$ cat src/design/dwpi_pkg.sv
package dwpi_pkg;

    localparam int SPEED_BITS_DEF = 16;

    localparam int DRIVE_W    = 16;
    localparam int SUM_W      = 17;
    localparam int EXTRA_BITS = 8;
    localparam int ADDR_W     = 5;
    localparam int DATA_W     = 32;

    // Feedforward curve in Q23 power: two slopes with a break point.
    localparam int FF_BREAK     = 30;
    localparam int FF_SLOPE_HI  = 26256;
    localparam int FF_OFFSET_HI = 478151;
    localparam int FF_SLOPE_LO  = 55924;

    localparam logic        ENABLE_RST      = 1'b1;
    localparam logic [15:0] PROP_GAIN_RST   = 16'd4194;
    localparam logic [15:0] INTEG_GAIN_RST  = 16'd419;
    localparam logic [15:0] SUM_LIMIT_RST   = 16'd5000;
    localparam logic [9:0]  STOP_THRESH_RST = 10'd2;
    localparam logic [14:0] POWER_LIMIT_RST = 15'd32767;

    typedef struct packed {
        logic        enable;
        logic [15:0] prop_gain;
        logic [15:0] integ_gain;
        logic [15:0] sum_limit_left;
        logic [15:0] sum_limit_right;
        logic [9:0]  stop_threshold;
        logic [14:0] power_limit;
    } cfg_t;

    typedef struct packed {
        logic a_load;
        logic b_load;
        logic c_load;
        logic d_load;
        logic commit;
    } pipe_ctl_t;

    typedef struct packed {
        logic signed [DRIVE_W-1:0] power;
        logic                      want_zero;
    } lane_res_t;

endpackage

$ cat src/design/dwpi_merge.sv
module dwpi_merge (
    input  logic                                aclk,
    input  logic                                aresetn,
    input  logic                                commit,
    input  logic                                enable,
    input  dwpi_pkg::lane_res_t                 res_l,
    input  dwpi_pkg::lane_res_t                 res_r,
    input  logic                                m_ready,
    output logic                                clear,
    output logic                                m_valid,
    output logic signed [dwpi_pkg::DRIVE_W-1:0] m_drive_left,
    output logic signed [dwpi_pkg::DRIVE_W-1:0] m_drive_right,
    output logic                                m_wheels_powered
);
    import dwpi_pkg::*;

    logic                      valid_reg;
    logic signed [DRIVE_W-1:0] drive_l_reg, drive_r_reg, drive_l_next, drive_r_next;
    logic                      powered_reg;

    // The output registers double as the last drives for the coast check.
    assign clear = !enable
                || (res_l.want_zero && res_r.want_zero
                    && drive_l_reg == '0 && drive_r_reg == '0);
    assign drive_l_next = clear ? '0 : res_l.power;
    assign drive_r_next = clear ? '0 : res_r.power;

    always_ff @(posedge aclk) begin
        if (!aresetn) begin
            valid_reg   <= 1'b0;
            drive_l_reg <= '0;
            drive_r_reg <= '0;
            powered_reg <= 1'b0;
        end else if (commit) begin
            valid_reg   <= 1'b1;
            drive_l_reg <= drive_l_next;
            drive_r_reg <= drive_r_next;
            powered_reg <= (drive_l_next != '0) || (drive_r_next != '0);
        end else if (m_ready) begin
            valid_reg <= 1'b0;
        end
    end

    assign m_valid          = valid_reg;
    assign m_drive_left     = drive_l_reg;
    assign m_drive_right    = drive_r_reg;
    assign m_wheels_powered = powered_reg;

    a_commit_shows: assert property (@(posedge aclk) disable iff (!aresetn)
        commit |=> valid_reg)
        else $error("committed item not presented");

    a_disabled_zero: assert property (@(posedge aclk) disable iff (!aresetn)
        commit && !enable |=> drive_l_reg == '0 && drive_r_reg == '0 && !powered_reg)
        else $error("power given while disabled");

    a_powered_flag: assert property (@(posedge aclk) disable iff (!aresetn)
        valid_reg |-> powered_reg == (drive_l_reg != '0 || drive_r_reg != '0))
        else $error("powered flag disagrees with drives");

endmodule

$ cat config.mk
export PLATFORM = sky130hd
export DESIGN_NAME = dwpi_merge
export DESIGN_NICKNAME = d
export VERILOG_FILES = /design/src/design/dwpi_pkg.sv /design/src/design/dwpi_merge.sv
export SDC_FILE = /design/constraint.sdc
export NUM_CORES = 1
export LEC_CHECK = 0
export ABC_AREA = 1
export BUFFER_PORTS_ARGS = -buffer_cell sky130_fd_sc_hd__buf_2
export CORE_ASPECT_RATIO = 0.8
export CORE_MARGIN = 2
export CORE_UTILIZATION = 38
export CTS_CLUSTER_DIAMETER = 60
export DETAILED_ROUTE_END_ITERATION = 12
export GPL_TIMING_DRIVEN = 0
export PLACE_DENSITY_LB_ADDON = 0.05
export SLEW_MARGIN = 20
export SYNTH_ARGS = -nofsm -noshare
export SYNTH_HDL_FRONTEND = slang
export SYNTH_SLANG_ARGS = --single-unit
$ cat constraint.sdc
create_clock -name aclk -period 2.24 [get_ports aclk]
set_input_delay 0.112 -clock aclk [delete_from_list [all_inputs] [get_ports aclk]]
set_output_delay 0.112 -clock aclk [all_outputs]
set_load 0.02 [all_outputs]
== Word-level counts from Yosys, hierarchy flattened ==
Cells that the tools add are included.
W data, S select, Z words.
Word-level totals
  latch bits: 0
  bits in registers: 34
  memories: 0
  memory bits (writable): 0
  input port bits: 39
  word-level logic and storage cells: 19
  memory bits (read-only): 0
Operators by class
  reduce and logical (&&, ||, !) cells: 11
  equality and inequality tests: 0
  add/subtract/negate cells: 0
  bitwise logic cells: 0
  div/mod/pow operators: 0
  multiplexer cells: 4
  multiply operators: 0
  order comparisons: 0
  shift operators: 0
Operators by type and width (count)
  $logic_not A16 Y1: 2
  $mux W16: 2
  $reduce_bool A16 Y1: 2
  $logic_and A1 B1 Y1: 3
  $logic_or A1 B1 Y1: 2
  $mux W1: 2
  $reduce_bool A2 Y1: 1
  $logic_not A1 Y1: 1

== Logic depth before layout (Yosys ltp) ==
  word-level depth: 7
  gate-level depth with buffers: 13
  gate-level depth less buffers: 12

== Worst setup path after synthesis ==
Ideal clock, no wire load.
  path kind: reg2reg
  start: register drive_r_reg[5], in the netlist m_drive_right[5]
  end: register powered_reg, in the netlist m_wheels_powered
  cell stages (with the launch flop): 13
  slack: 0.678 ns
  data arrival time: 1.445 ns
  required time: 2.123 ns
  library setup time: 0.117 ns
  period minus slack after synthesis: 1.562 ns
  buffers on the path: 0
  cell sequence: dfxtp_1 > inv_1 > nand2_1 > nor2_1 > nand2_1 > nor2_1 > nand3_1 > nand2_1 > o21ai_0 > nor2_1 > nand3_1 > nor2_1 > nor2_1
On the way
  cells in the longest elaborated chain, start to end: 6
  elaborated cells between the ends (all ways): 8
Ends and longest elaborated chain
  from (decl): line dwpi_merge.sv:18  | logic signed [DRIVE_W-1:0] drive_l_reg, drive_r_reg, drive_l_next, drive_r_next;
  from (signal assigned): line dwpi_merge.sv:37  | drive_r_reg <= drive_r_next;
  $logic_not A16 Y1 *: line dwpi_merge.sv:24  | && drive_l_reg == '0 && drive_r_reg == '0);
  $logic_and A1 B1 Y1 *: line dwpi_merge.sv:24
  $logic_or A1 B1 Y1 *: line dwpi_merge.sv:23  | || (res_l.want_zero && res_r.want_zero
  named net clear: line dwpi_merge.sv:9  | output logic clear,
  $mux W16, on equally long branches: line dwpi_merge.sv:25, dwpi_merge.sv:26
  $reduce_bool A16 Y1: line dwpi_merge.sv:38  | powered_reg <= (drive_l_next != '0) || (drive_r_next != '0);
  $logic_or A1 B1 Y1 *: line dwpi_merge.sv:38
  to (signal assigned): line dwpi_merge.sv:38
  to (decl): line dwpi_merge.sv:19  | logic powered_reg;
The timed path passes the listed nets; every way through them passes the cells marked *.
A chain may end at the register's enable or synchronous reset.

== Final worst setup path ==
  start: register drive_r_reg[4], in the netlist m_drive_right[4]
  end: register powered_reg, in the netlist m_wheels_powered
On the way
  cells in the longest elaborated chain, start to end: 6
  elaborated cells between the ends (all ways): 8
Ends and longest elaborated chain (line)
  $logic_not A16 Y1 *: dwpi_merge.sv:24
  $logic_and A1 B1 Y1 *: dwpi_merge.sv:24
  $logic_or A1 B1 Y1 *: dwpi_merge.sv:23
  $mux W16, on equally long branches: dwpi_merge.sv:25, dwpi_merge.sv:26
  $reduce_bool A16 Y1: dwpi_merge.sv:38
  $logic_or A1 B1 Y1 *: dwpi_merge.sv:38
Every way passes the cells marked *; elsewhere a longest branch is shown, timed or not.

==> insert_results.sql <==
INSERT INTO impl_metrics (metric_group, metric, value, unit) VALUES
('sta', 'fmax', '613', 'MHz'),
('floorplanning', 'io_pins', '74', ''),
('setup_path', 'worst_path_most_repeated_cell', 'sky130_fd_sc_hd__nor2_1', ''),
('clock_tree', 'clk_pin_slew', '60', 'ps'),
('synthesis', 'post_synth.cell_area_avg', '7.10', 'sq um'),
('clock_tree', 'cts_root_buffer', 'sky130_fd_sc_hd__clkbuf_8', ''),
('grt', 'globalRoute.totalOverflow', '0', ''),
('floorplanning', 'starting_density', '39.9', '%'),
('synthesis', 'synth_top_cell_area_share', '44.6', '%'),
('floorplanning', 'die_area', '0.00454', 'sq mm'),
('hold_path', 'hold_start', 'res_r[7]', ''),
('sta', 'setup_viol', '0', ''),
('routing', 'route.detailed.drc', '0', ''),
('final_layout', 'final_util', '53.2', '%'),
('power_and_ir_drop', 'power.density_cell_area', '677', 'mW/mm^2'),
('sta', 'totalNegativeSetupSlack', '0', 'ps'),
('place', 'buffer_ports.inserted', '72', ''),
('grt', 'grt_start_max_net_pins', '11', ''),
('setup_path', 'crit_path_cell_chain', 'inv_1 > nand2_1 > nor2_1 > nand2_1 > nor2_1 > nand3_1 > buf_6 > o211ai_1 > nand2_1 > nor2_1 > nand3_1 > nor2_1 > nor2_1', ''),
('setup_path', 'cp_data_required_time', '2410', 'ps'),
('setup_path', 'critPathMaxStageDelay', '330', 'ps'),
('floorplanning', 'fp.coreArea', '0.00383', 'sq mm'),
('final_layout', 'area.sequential', '681', 'sq um'),
('synthesis', 'syn-num-nets', '254', ''),
('routing', 'drt_first_pass_iters', '4', ''),
('synthesis', 'synth_area', '0.00153', 'sq mm'),
('floorplanning', 'fp.dieH', '60.7', 'um'),
('final_layout', 'design.final.nets', '333', ''),
('clock_tree', 'clkSinkCount', '34', ''),
('routing', 'routed_wl', '4330', 'um'),
('synthesis', 'synth-seq-area-share', '44.6', '%'),
('synthesis', 'synth.distinct_cells', '18', ''),
('power_and_ir_drop', 'p_leak', '0.991', 'nW'),
('clock_tree', 'post_cts_hold_buffer_count', '0', ''),
('final_layout', 'finalInstanceArea', '0.00204', 'sq mm'),
('setup_path', 'worst-r2r-setup-slack', '610', 'ps'),
('synthesis', 'synth.ff_latch_count', '34', ''),
('synthesis', 'yosys.area.top_type', 'sky130_fd_sc_hd__dfxtp_1', ''),
('setup_path', 'crit_path_start_kind', 'flop', ''),
('setup_path', 'type_of_element_capturing_the_critical_path', 'flop', ''),
('sta', 'fin_crit_sh', '72.8', '%'),
('outcome', 'run_status', 'complete, no violations', ''),
('routing', 'vias_per_cell', '4.82', ''),
('clock_tree', 'clk_latency', '280', 'ps'),
('setup_path', 'reg2regPathDepth', '13', ''),
('hold_path', 'hold-path-endpoint', 'm_drive_right[6]', ''),
('hold_path', 'timing.hold.worst_path_depth', '3', ''),
('sta', 'slew-limit-headroom', '68.1', '%'),
('sta', 'fin_hold_ws', '88.3', 'ps'),
('place', 'place.detailed.hpwl', '3300', 'um'),
('sta', 'rsz0062_at_grt', 'no', ''),
('final_layout', 'top_library_cells_by_usage_in_the_layout_fill_and_taps_aside', '76 x sky130_fd_sc_hd__buf_2, 44 x sky130_fd_sc_hd__nand2_1, 34 x sky130_fd_sc_hd__dfxtp_1', ''),
('routing', 'drtIter0Drc', '58', ''),
('clock_tree', 'cts_htree_levels', '2', ''),
('floorplanning', 'placement_rows', '20', ''),
('routing', 'avgRoutedWirePerCell', '12.4', 'um'),
('synthesis', 'synthCells', '215', ''),
('setup_path', 'critical_path.reg2reg.endpoint', 'm_wheels_powered', ''),
('clock_tree', 'clk_path_buf_depth', '2', ''),
('job', 'cap_viol_max_count', '0', ''),
('final_layout', 'final_layout_size_suffix_gt1_share', '29.0', '%'),
('setup_path', 'crit_type', 'flop to flop', ''),
('final_layout', 'fillers', '411', ''),
('setup_path', 'critPathSlowestCell', 'sky130_fd_sc_hd__dfxtp_1', ''),
('routing', 'detail-route-antenna-nets', '0', ''),
('sta', 'worst-slew-pin-transition', '479', 'ps'),
('sta', 'drv_slew', '0', ''),
('final_layout', 'antenna_cells', '0', ''),
('setup_path', 'reg2reg_from', 'm_drive_right[4]', ''),
('floorplanning', 'floorplan.die.width', '74.9', 'um'),
('place', 'place_congestion', '0.785', '');
[final cells by class]
class | count | area share (%)
flip-flops and latches | 34 | 33.4
well taps | 55 | 3.38
inverters | 13 | 2.39
repair buffers | 72 | 17.7
clock buffers | 6 | 4.05
multi-input cells | 153 | 35.7
plain buffers | 15 | 3.38
[Yosys cell counts]
cell type / n
sky130_fd_sc_hd__inv_1: 12
sky130_fd_sc_hd__nor2_1: 23
sky130_fd_sc_hd__o31ai_1: 1
sky130_fd_sc_hd__nand2_1: 44
sky130_fd_sc_hd__inv_2: 1
sky130_fd_sc_hd__nand3b_1: 1
sky130_fd_sc_hd__a21oi_1: 31
sky130_fd_sc_hd__o211a_1: 1
sky130_fd_sc_hd__o21a_1: 1
sky130_fd_sc_hd__o21ai_0: 33
sky130_fd_sc_hd__nor2_2: 1
sky130_fd_sc_hd__o41ai_1: 2
sky130_fd_sc_hd__nand3_1: 5
sky130_fd_sc_hd__dfxtp_1: 34
sky130_fd_sc_hd__buf_2: 4
sky130_fd_sc_hd__clkbuf_1: 10
sky130_fd_sc_hd__buf_6: 1
sky130_fd_sc_hd__o211ai_1: 10
[flip-flops by register name (all words and copies together) (netlist names)]
name and cells:
m_wheels_powered 1, m_drive_right 16, m_drive_left 16, m_valid 1
[per-stage QoR]
step                power (mW)  cells  setup WS (ps)
floorplan                0.842    215            678
global placement         0.955    342            606
detailed placement       0.955    342            600
CTS                       1.39    348            572
global route              1.46    348            420
finish                    1.38    348            610
[cells by family after synthesis]
logic type      after synthesis  synth area share (%)
flops                        34                  44.6
buf+inv                      28                  7.70
compound gates               79                  28.7
simple gates                 74                  19.0
[worst max-delay path by stage]
stage                                start                to  slack [ps]
final                     m_drive_right[4]  m_wheels_powered         610
after detailed placement  m_drive_right[6]  m_wheels_powered         600
after global placement    m_drive_right[4]  m_wheels_powered         610
after CTS                 m_drive_right[4]  m_wheels_powered         570
after floorplan           m_drive_right[5]  m_wheels_powered         680
after global routing      m_drive_right[7]  m_wheels_powered         420
[critical path: cells and delay by family (launching register included)]
family                 cells  cell delay [ps]
AOI/OAI and AO/OA          1               80
DFF                        1              330
and+or+nand+nor           10              890
buffers and inverters      2              210
[metal layers]
metal,wire length [um],global-route usage [%],up-vias
li1,-,-,879
met1,2240,29.9,741
met2,1750,27.8,51
met3,296,6.31,8
met4,42,6.12,0
met5,0,0,-
[power breakdown]
group          switching [mW]  total, mW  internal (mW)
sequential             0.0262      0.670          0.644
clock                   0.202      0.439          0.237
combinational           0.169      0.271          0.102
total                   0.398       1.38          0.982
Note: power is estimated with default switching activity, not from simulation.
