==> src/design/dwpi_pkg.sv <==
package dwpi_pkg;

    localparam int SPEED_BITS_DEF = 16;

    localparam int DRIVE_W    = 16;
    localparam int SUM_W      = 17;
    localparam int EXTRA_BITS = 8;
    localparam int ADDR_W     = 5;
    localparam int DATA_W     = 32;

    // Feedforward curve in Q23 power: two slopes with a break point.
    localparam int FF_BREAK     = 30;
    localparam int FF_SLOPE_HI  = 26256;
    localparam int FF_OFFSET_HI = 478151;
    localparam int FF_SLOPE_LO  = 55924;

    localparam logic        ENABLE_RST      = 1'b1;
    localparam logic [15:0] PROP_GAIN_RST   = 16'd4194;
    localparam logic [15:0] INTEG_GAIN_RST  = 16'd419;
    localparam logic [15:0] SUM_LIMIT_RST   = 16'd5000;
    localparam logic [9:0]  STOP_THRESH_RST = 10'd2;
    localparam logic [14:0] POWER_LIMIT_RST = 15'd32767;

    typedef struct packed {
        logic        enable;
        logic [15:0] prop_gain;
        logic [15:0] integ_gain;
        logic [15:0] sum_limit_left;
        logic [15:0] sum_limit_right;
        logic [9:0]  stop_threshold;
        logic [14:0] power_limit;
    } cfg_t;

    typedef struct packed {
        logic a_load;
        logic b_load;
        logic c_load;
        logic d_load;
        logic commit;
    } pipe_ctl_t;

    typedef struct packed {
        logic signed [DRIVE_W-1:0] power;
        logic                      want_zero;
    } lane_res_t;

endpackage

==> src/design/dwpi_regs.sv <==
module dwpi_regs (
    input  logic                          aclk,
    input  logic                          aresetn,
    input  logic                          psel,
    input  logic                          penable,
    input  logic                          pwrite,
    input  logic [dwpi_pkg::ADDR_W-1:0]   paddr,
    input  logic [dwpi_pkg::DATA_W-1:0]   pwdata,
    output logic [dwpi_pkg::DATA_W-1:0]   prdata,
    output logic                          pready,
    output dwpi_pkg::cfg_t                cfg
);
    import dwpi_pkg::*;

    typedef enum logic [2:0] {
        REG_ENABLE      = 3'd0,
        REG_PROP_GAIN   = 3'd1,
        REG_INTEG_GAIN  = 3'd2,
        REG_SUM_LIM_L   = 3'd3,
        REG_SUM_LIM_R   = 3'd4,
        REG_STOP_THRESH = 3'd5,
        REG_POWER_LIMIT = 3'd6
    } reg_idx_t;

    cfg_t cfg_reg;
    logic wr_en;
    logic [2:0] idx;

    assign pready = 1'b1;
    assign wr_en  = psel && penable && pwrite;
    assign idx    = paddr[4:2];
    assign cfg    = cfg_reg;

    always_ff @(posedge aclk) begin
        if (!aresetn) begin
            cfg_reg.enable          <= ENABLE_RST;
            cfg_reg.prop_gain       <= PROP_GAIN_RST;
            cfg_reg.integ_gain      <= INTEG_GAIN_RST;
            cfg_reg.sum_limit_left  <= SUM_LIMIT_RST;
            cfg_reg.sum_limit_right <= SUM_LIMIT_RST;
            cfg_reg.stop_threshold  <= STOP_THRESH_RST;
            cfg_reg.power_limit     <= POWER_LIMIT_RST;
        end else if (wr_en) begin
            unique case (idx)
                REG_ENABLE:      cfg_reg.enable          <= pwdata[0];
                REG_PROP_GAIN:   cfg_reg.prop_gain       <= pwdata[15:0];
                REG_INTEG_GAIN:  cfg_reg.integ_gain      <= pwdata[15:0];
                REG_SUM_LIM_L:   cfg_reg.sum_limit_left  <= pwdata[15:0];
                REG_SUM_LIM_R:   cfg_reg.sum_limit_right <= pwdata[15:0];
                REG_STOP_THRESH: cfg_reg.stop_threshold  <= pwdata[9:0];
                REG_POWER_LIMIT: cfg_reg.power_limit     <= pwdata[14:0];
                default: ;
            endcase
        end
    end

    always_comb begin
        unique case (idx)
            REG_ENABLE:      prdata = DATA_W'(cfg_reg.enable);
            REG_PROP_GAIN:   prdata = DATA_W'(cfg_reg.prop_gain);
            REG_INTEG_GAIN:  prdata = DATA_W'(cfg_reg.integ_gain);
            REG_SUM_LIM_L:   prdata = DATA_W'(cfg_reg.sum_limit_left);
            REG_SUM_LIM_R:   prdata = DATA_W'(cfg_reg.sum_limit_right);
            REG_STOP_THRESH: prdata = DATA_W'(cfg_reg.stop_threshold);
            REG_POWER_LIMIT: prdata = DATA_W'(cfg_reg.power_limit);
            default:         prdata = '0;
        endcase
    end

endmodule

==> config.mk <==
export PLATFORM = sky130hd
export DESIGN_NAME = dwpi_regs
export DESIGN_NICKNAME = d
export VERILOG_FILES = /design/src/design/dwpi_pkg.sv /design/src/design/dwpi_regs.sv
export SDC_FILE = /design/constraint.sdc
export NUM_CORES = 1
export LEC_CHECK = 0
export BUFFER_PORTS_ARGS = -buffer_cell sky130_fd_sc_hd__buf_2
export CAP_MARGIN = 20
export CORE_MARGIN = 8
export CORE_UTILIZATION = 30
export DETAILED_ROUTE_END_ITERATION = 12
export PLACE_DENSITY = 0.53
export SYNTH_ARGS = -nofsm -noshare
export SYNTH_HDL_FRONTEND = slang
export SYNTH_SLANG_ARGS = --single-unit
export TNS_END_PERCENT = 10
==> constraint.sdc <==
create_clock -name aclk -period 4.8 [get_ports aclk]
set_input_delay 1.2 -clock aclk [delete_from_list [all_inputs] [get_ports aclk]]
set_output_delay 1.2 -clock aclk [all_outputs]
set_load 0.05 [all_outputs]
==> Yosys cells after proc, flatten, opt, wreduce, memory -nomap -nowiden <==
Index checks and enable logic that the tools add are counted.
W data, S select, Z words.
{ "word_totals": {"output_inout_bits": 123, "reg_bits": 90} }
{ "op_classes": {"n_reduce_logical": 10, "muxes": 1, "eq_ne": 6} }
{ "op_table": {"columns": ["cell", "count"], "rows": [
  ["$pmux W16 S7", 1],
  ["$reduce_and A2 Y1", 7],
  ["$eq A3 B3 Y1 const B", 3],
  ["$eq A3 B2 Y1 const B", 2],
  ["$eq A3 B1 Y1 const B", 1],
  ["$logic_not A3 Y1", 1],
  ["$logic_and A1 B1 Y1", 2]
]} }

==> Depth between registers and ports, before layout <==
{ "logic_depth": {"word_depth": 3, "ltp_mapped": 7} }

==> Least setup slack after synthesis <==
Ideal clock, no wire load.
{ "synth_path": {"path_kind": "input port to output port", "startpoint": "in paddr[2] (netlist bit)", "endpoint": "out prdata[15] (netlist bit)", "required_ns": 3.600, "cell_stages": 5, "path_slack_ns": 0.607, "n_path_buf": 3, "t_arrival_ns": 2.993, "path_cell_list": "buf_4 > buf_2 > buf_1 > a22oi_1 > o21ai_0"} }
{ "synth_via": {"elab_chain_len": 2, "word_cells_on_any_way": 8, "cone_classes": "eq/ne: 6; mux: 1; reduce/logical: 1"} }
{ "synth_lines": {"columns": ["item", "line", "source"], "rows": [
  ["start, declared", "dwpi_regs.sv:7", "input logic [dwpi_pkg::ADDR_W-1:0] paddr,"],
  ["$eq A3 B3 Y1 (tied with other cells)", "dwpi_regs.sv:58", "unique case (idx)"],
  ["$pmux W16 S7 *", "dwpi_regs.sv:58", null],
  ["end, declared", "dwpi_regs.sv:9", "output logic [dwpi_pkg::DATA_W-1:0] prdata,"]
]} }
Every way passes the cells marked *; elsewhere a longest branch is shown, timed or not.

==> Worst setup path after layout <==
{ "layout_path": {"startpoint": "in paddr[2] (netlist bit)", "endpoint": "out prdata[5] (netlist bit)"} }
The elaborated chain is that of the path after synthesis.

==> results.txt <==
----------------------------------------------------
[Status]
  Outcome ... finished clean

[Setup path]
  Most used cell, CP ... sky130_fd_sc_hd__buf_2
  Buffer and inverter count on the worst path ... 3
  Destination of the worst register-to-register timing path ... cfg[89]
  Chain of cells forming the critical path ... buf_2 -> buf_4 -> mux2_2 -> a221oi_1 -> a31oi_1 -> buf_2
  Count of cells along the worst register-to-register path ... 3
  Startpoint-to-endpoint class of the critical path ... in2out
  Arrival time worst endpoint ... about 2900 ps
  Worst reg2reg startpoint ... cfg[89]
  Maximum fanout count along the critical path ... 19
  Kind of launch point of the worst setup path ... primary input
  Crit path largest cell delay ... approximately 370 ps
  Cell with the largest stage delay on the worst path ... sky130_fd_sc_hd__mux2_2
  Flop-to-flop setup slack ... just over 4000 ps
  Top Family by Delay on Critical Path ... buffers and inverters
  WP data required ... 3600 ps
  Category of the worst setup path capture point ... output port

[Power]
  Fraction of power consumed by the clock network ... between 40% and 50%
  Combinational Power Share ... a little over an eighth
  Overall power consumption ... around 1.7 mW
  Sw frac ... about 28%
  P_int ... 1.24 mW
  Net Switching ... a little under 0.5 mW
  Part of the power in registers ... between 40 and 50%
  Power density over the cells ... roughly 320 nW/µm²
  Worst IR Drop VDD ... ~140 µV
  Static power due to leakage ... ~2.6 nW

[CTS]
  CTS clk-pin slew, worst paths ... around 60 ps
  Number of buffers inserted during clock tree synthesis ... 9
  Clock tree from TritonCTS ... built
  Clock insertion delay at the later pin of the skew report ... ~340 ps
  Hold Buf Count CTS ... 0
  # Post-CTS Setup Buffers ... 0
  Post-cts repair resize count ... 0
  Number of levels the H-tree was split into ... 3
  Clock buffer depth ... 2
  Clock tree root buffer cell ... sky130_fd_sc_hd__clkbuf_16
  CTS sink cnt ... 90

[Final layout]
  Nets ... 630
  Fraction of final layout cells with drive strength greater than 1 ... a little under a third
  Reg area ... 1800 µm²
  Number of antenna repair diodes ... 0
  Most frequent cells in the layout ... sky130_fd_sc_hd__buf_2, sky130_fd_sc_hd__dfxtp_1, sky130_fd_sc_hd__mux2i_1
  Fillers ... around 1.5k
  Number of flip-flops under the largest register name ... 90
  Area added between synthesis and finish ... 22.9%
  Most common cell after layout, fill and taps aside ... sky130_fd_sc_hd__buf_2
  Multi-input gate area ... approximately 2300 µm²

[STA]
  Setup slack of the critical path after layout ... 739 ps
  Transition time at the pin with the least slew margin ... 822 ps
  Count of endpoints failing setup in the final report ... 0
  Post-Route Skew ... 0 ps
  Achievable frequency ... about 0.25 GHz
  Setup repair after global routing missed its margin ... no
  Number of slew-limit violations in the final report ... 0
  Total negative slack ... 0 ps
  Hold Violations, Final ... 0
  Max_slew headroom ... between 40% and 50%
  Final worst path period share ... roughly 85%
  Final min period ... roughly 4000 ps

[Min path]
  Hold EP ... cfg[54]
  HP Start ... cfg[54]
  Number of cells on the worst hold path ... 2
  Worst min-delay path class ... reg2reg

[Detailed routing]
  Total wire length ... around 15000 µm
  Initial DRC Count ... between 200 and 250
  Count of nets left with antenna violations after detail routing ... 0
  Vias per inst ... between 4 and 5
  Routed length per instance ... around 19 µm
  Iteration count of the initial detailed-routing pass ... 4
  Vias ... about 3.9k
  Remaining DRCs ... 0

[Synth]
  Number of enable-type register cells in the synthesized netlist ... 0
  Post-synth cell types ... 39
  FF+latch count, synth ... 90
  Number of standard cells after synthesis ... 476
  Predominant post-synthesis flop cell ... sky130_fd_sc_hd__dfxtp_1
  Synthesized area ... 4400 µm²
  Synthesis Warnings ... 0
  Sequential-to-total area share from yosys stat ... about two fifths
  Share of async-settable or async-resettable flops after synthesis ... 0%
  Avg Synthesized Cell Area ... between 9 and 10 µm²

[Global routing]
  Via count of the first global-routing pass ... between 3k and 4k
  Overall overflow remaining after global route ... 0
  Global Route Usage Sum ... 15.9%
  Number of antenna violations at the first check in global routing ... 0
  Largest net degree at the start of global routing ... 85
  First-pass GRT wire length ... 22700 µm

[Floorplanning]
  Die Ht ... about 140 µm
  # IOs ... 165
  Cell Rows ... 44
  Floorplan die area ... about 19000 µm²
  Die Width ... 137 µm
  Initial Util ... 30.5%
  Area inside the core boundary ... about 14000 µm²

[Place]
  HPWL reported at the end of detailed placement ... ~10000 µm
  Pre-CTS setup slack ... ~730 ps
  Routability-driven placement congestion ratio ... approximately 0.8
  Port Buffer Count ... between 100 and 150

[Job]
  Max_cap viols ... 0

----------------------------------------------------
## synthesized netlist by cell type (2+ instances only)
cell | count | share of area, %
sky130_fd_sc_hd__a21oi_1 | 8 | 0.91
sky130_fd_sc_hd__a221oi_1 | 10 | 2.0
sky130_fd_sc_hd__a22oi_1 | 5 | 0.85
sky130_fd_sc_hd__a2bb2oi_1 | 7 | 1.4
sky130_fd_sc_hd__a31oi_1 | 2 | 0.28
sky130_fd_sc_hd__and2_1 | 2 | 0.28
sky130_fd_sc_hd__buf_1 | 3 | 0.26
sky130_fd_sc_hd__buf_2 | 9 | 1.0
sky130_fd_sc_hd__buf_4 | 23 | 3.9
sky130_fd_sc_hd__buf_6 | 4 | 1.0
sky130_fd_sc_hd__clkbuf_1 | 18 | 1.5
sky130_fd_sc_hd__conb_1 | 2 | 0.17
sky130_fd_sc_hd__dfxtp_1 | 90 | 41
sky130_fd_sc_hd__inv_1 | 16 | 1.4
sky130_fd_sc_hd__mux2_2 | 13 | 3.3
sky130_fd_sc_hd__mux2i_1 | 81 | 18
sky130_fd_sc_hd__nand2_1 | 74 | 6.3
sky130_fd_sc_hd__nand2b_1 | 4 | 0.57
sky130_fd_sc_hd__nand3_1 | 25 | 2.8
sky130_fd_sc_hd__nand4_1 | 7 | 0.99
sky130_fd_sc_hd__nor2_1 | 3 | 0.26
sky130_fd_sc_hd__nor2b_1 | 28 | 4.0
sky130_fd_sc_hd__o211ai_1 | 17 | 2.9
sky130_fd_sc_hd__o21a_1 | 2 | 0.34
sky130_fd_sc_hd__o21ai_0 | 7 | 0.80
sky130_fd_sc_hd__o221ai_1 | 3 | 0.60
## power by group through the flow
stage | Clock (mW) | Combinational [mW] | Sequential [mW]
2_1_floorplan | 0 | 0.164 | 0.797
3_3_place_gp | 0 | 0.236 | 0.775
3_5_place_dp | 0 | 0.237 | 0.775
4_1_cts | 0.745 | 0.238 | 0.758
5_1_grt | 0.779 | 0.251 | 0.759
6_report | 0.729 | 0.237 | 0.758
## routing by layer
layer  wire (µm)  GRT usage, %  part of all wire [%]
met5           0             0                     0
met4         161          5.79                   1.1
met3        1190          5.32                   8.0
met2        6890          25.3                    46
met1        6600          19.5                    44
## worst min-delay path: stages, from the launching register on
cell and delay (ps):
sky130_fd_sc_hd__dfxtp_1 320, sky130_fd_sc_hd__nand2_1 50, sky130_fd_sc_hd__mux2i_1 50
## per-stage QoR
stage	cell area, µm²	utilization, %	hold slack (ps)	cells
after floorplan	4460	-	681	491
after global placement	5100	35.4	454	761
after detailed placement	5100	35.4	463	761
after CTS	5410	37.5	473	777
after global routing	5410	37.5	479	777
final	5410	37.5	471	777
## logic make-up (layout without fill, tap and decap cells)
group | after synthesis | after routing | synth area share [%]
AOI/OAI and AO/OA | 63 | 63 | 10.5
buffers and inverters | 73 | 175 | 9.12
DFF | 90 | 90 | 40.9
muxes | 95 | 95 | 22.3
other | 2 | 17 | 0.171
and+or+nand+nor | 153 | 153 | 17.1
## how the worst max path moves through the flow
| stage | end | start | cells past startpoint |
|---|---|---|---|
| final | prdata[5] | paddr[2] | 6 |
| after detailed placement | prdata[5] | paddr[2] | 6 |
| after global placement | prdata[5] | paddr[2] | 6 |
| after CTS | prdata[5] | paddr[2] | 6 |
| after global routing | prdata[5] | paddr[2] | 6 |
| after floorplan | prdata[15] | paddr[2] | 5 |
## cell type report
cell class | instances | share of cell area [%]
tap | 184 | 4.26
sequential | 90 | 33.3
inverter | 16 | 1.11
multi-input combinational | 328 | 41.7
clock buffer | 12 | 4.74
timing repair buffer | 143 | 13.9
clock inverter | 4 | 0.925
Note: power is estimated with default switching activity, not from simulation.
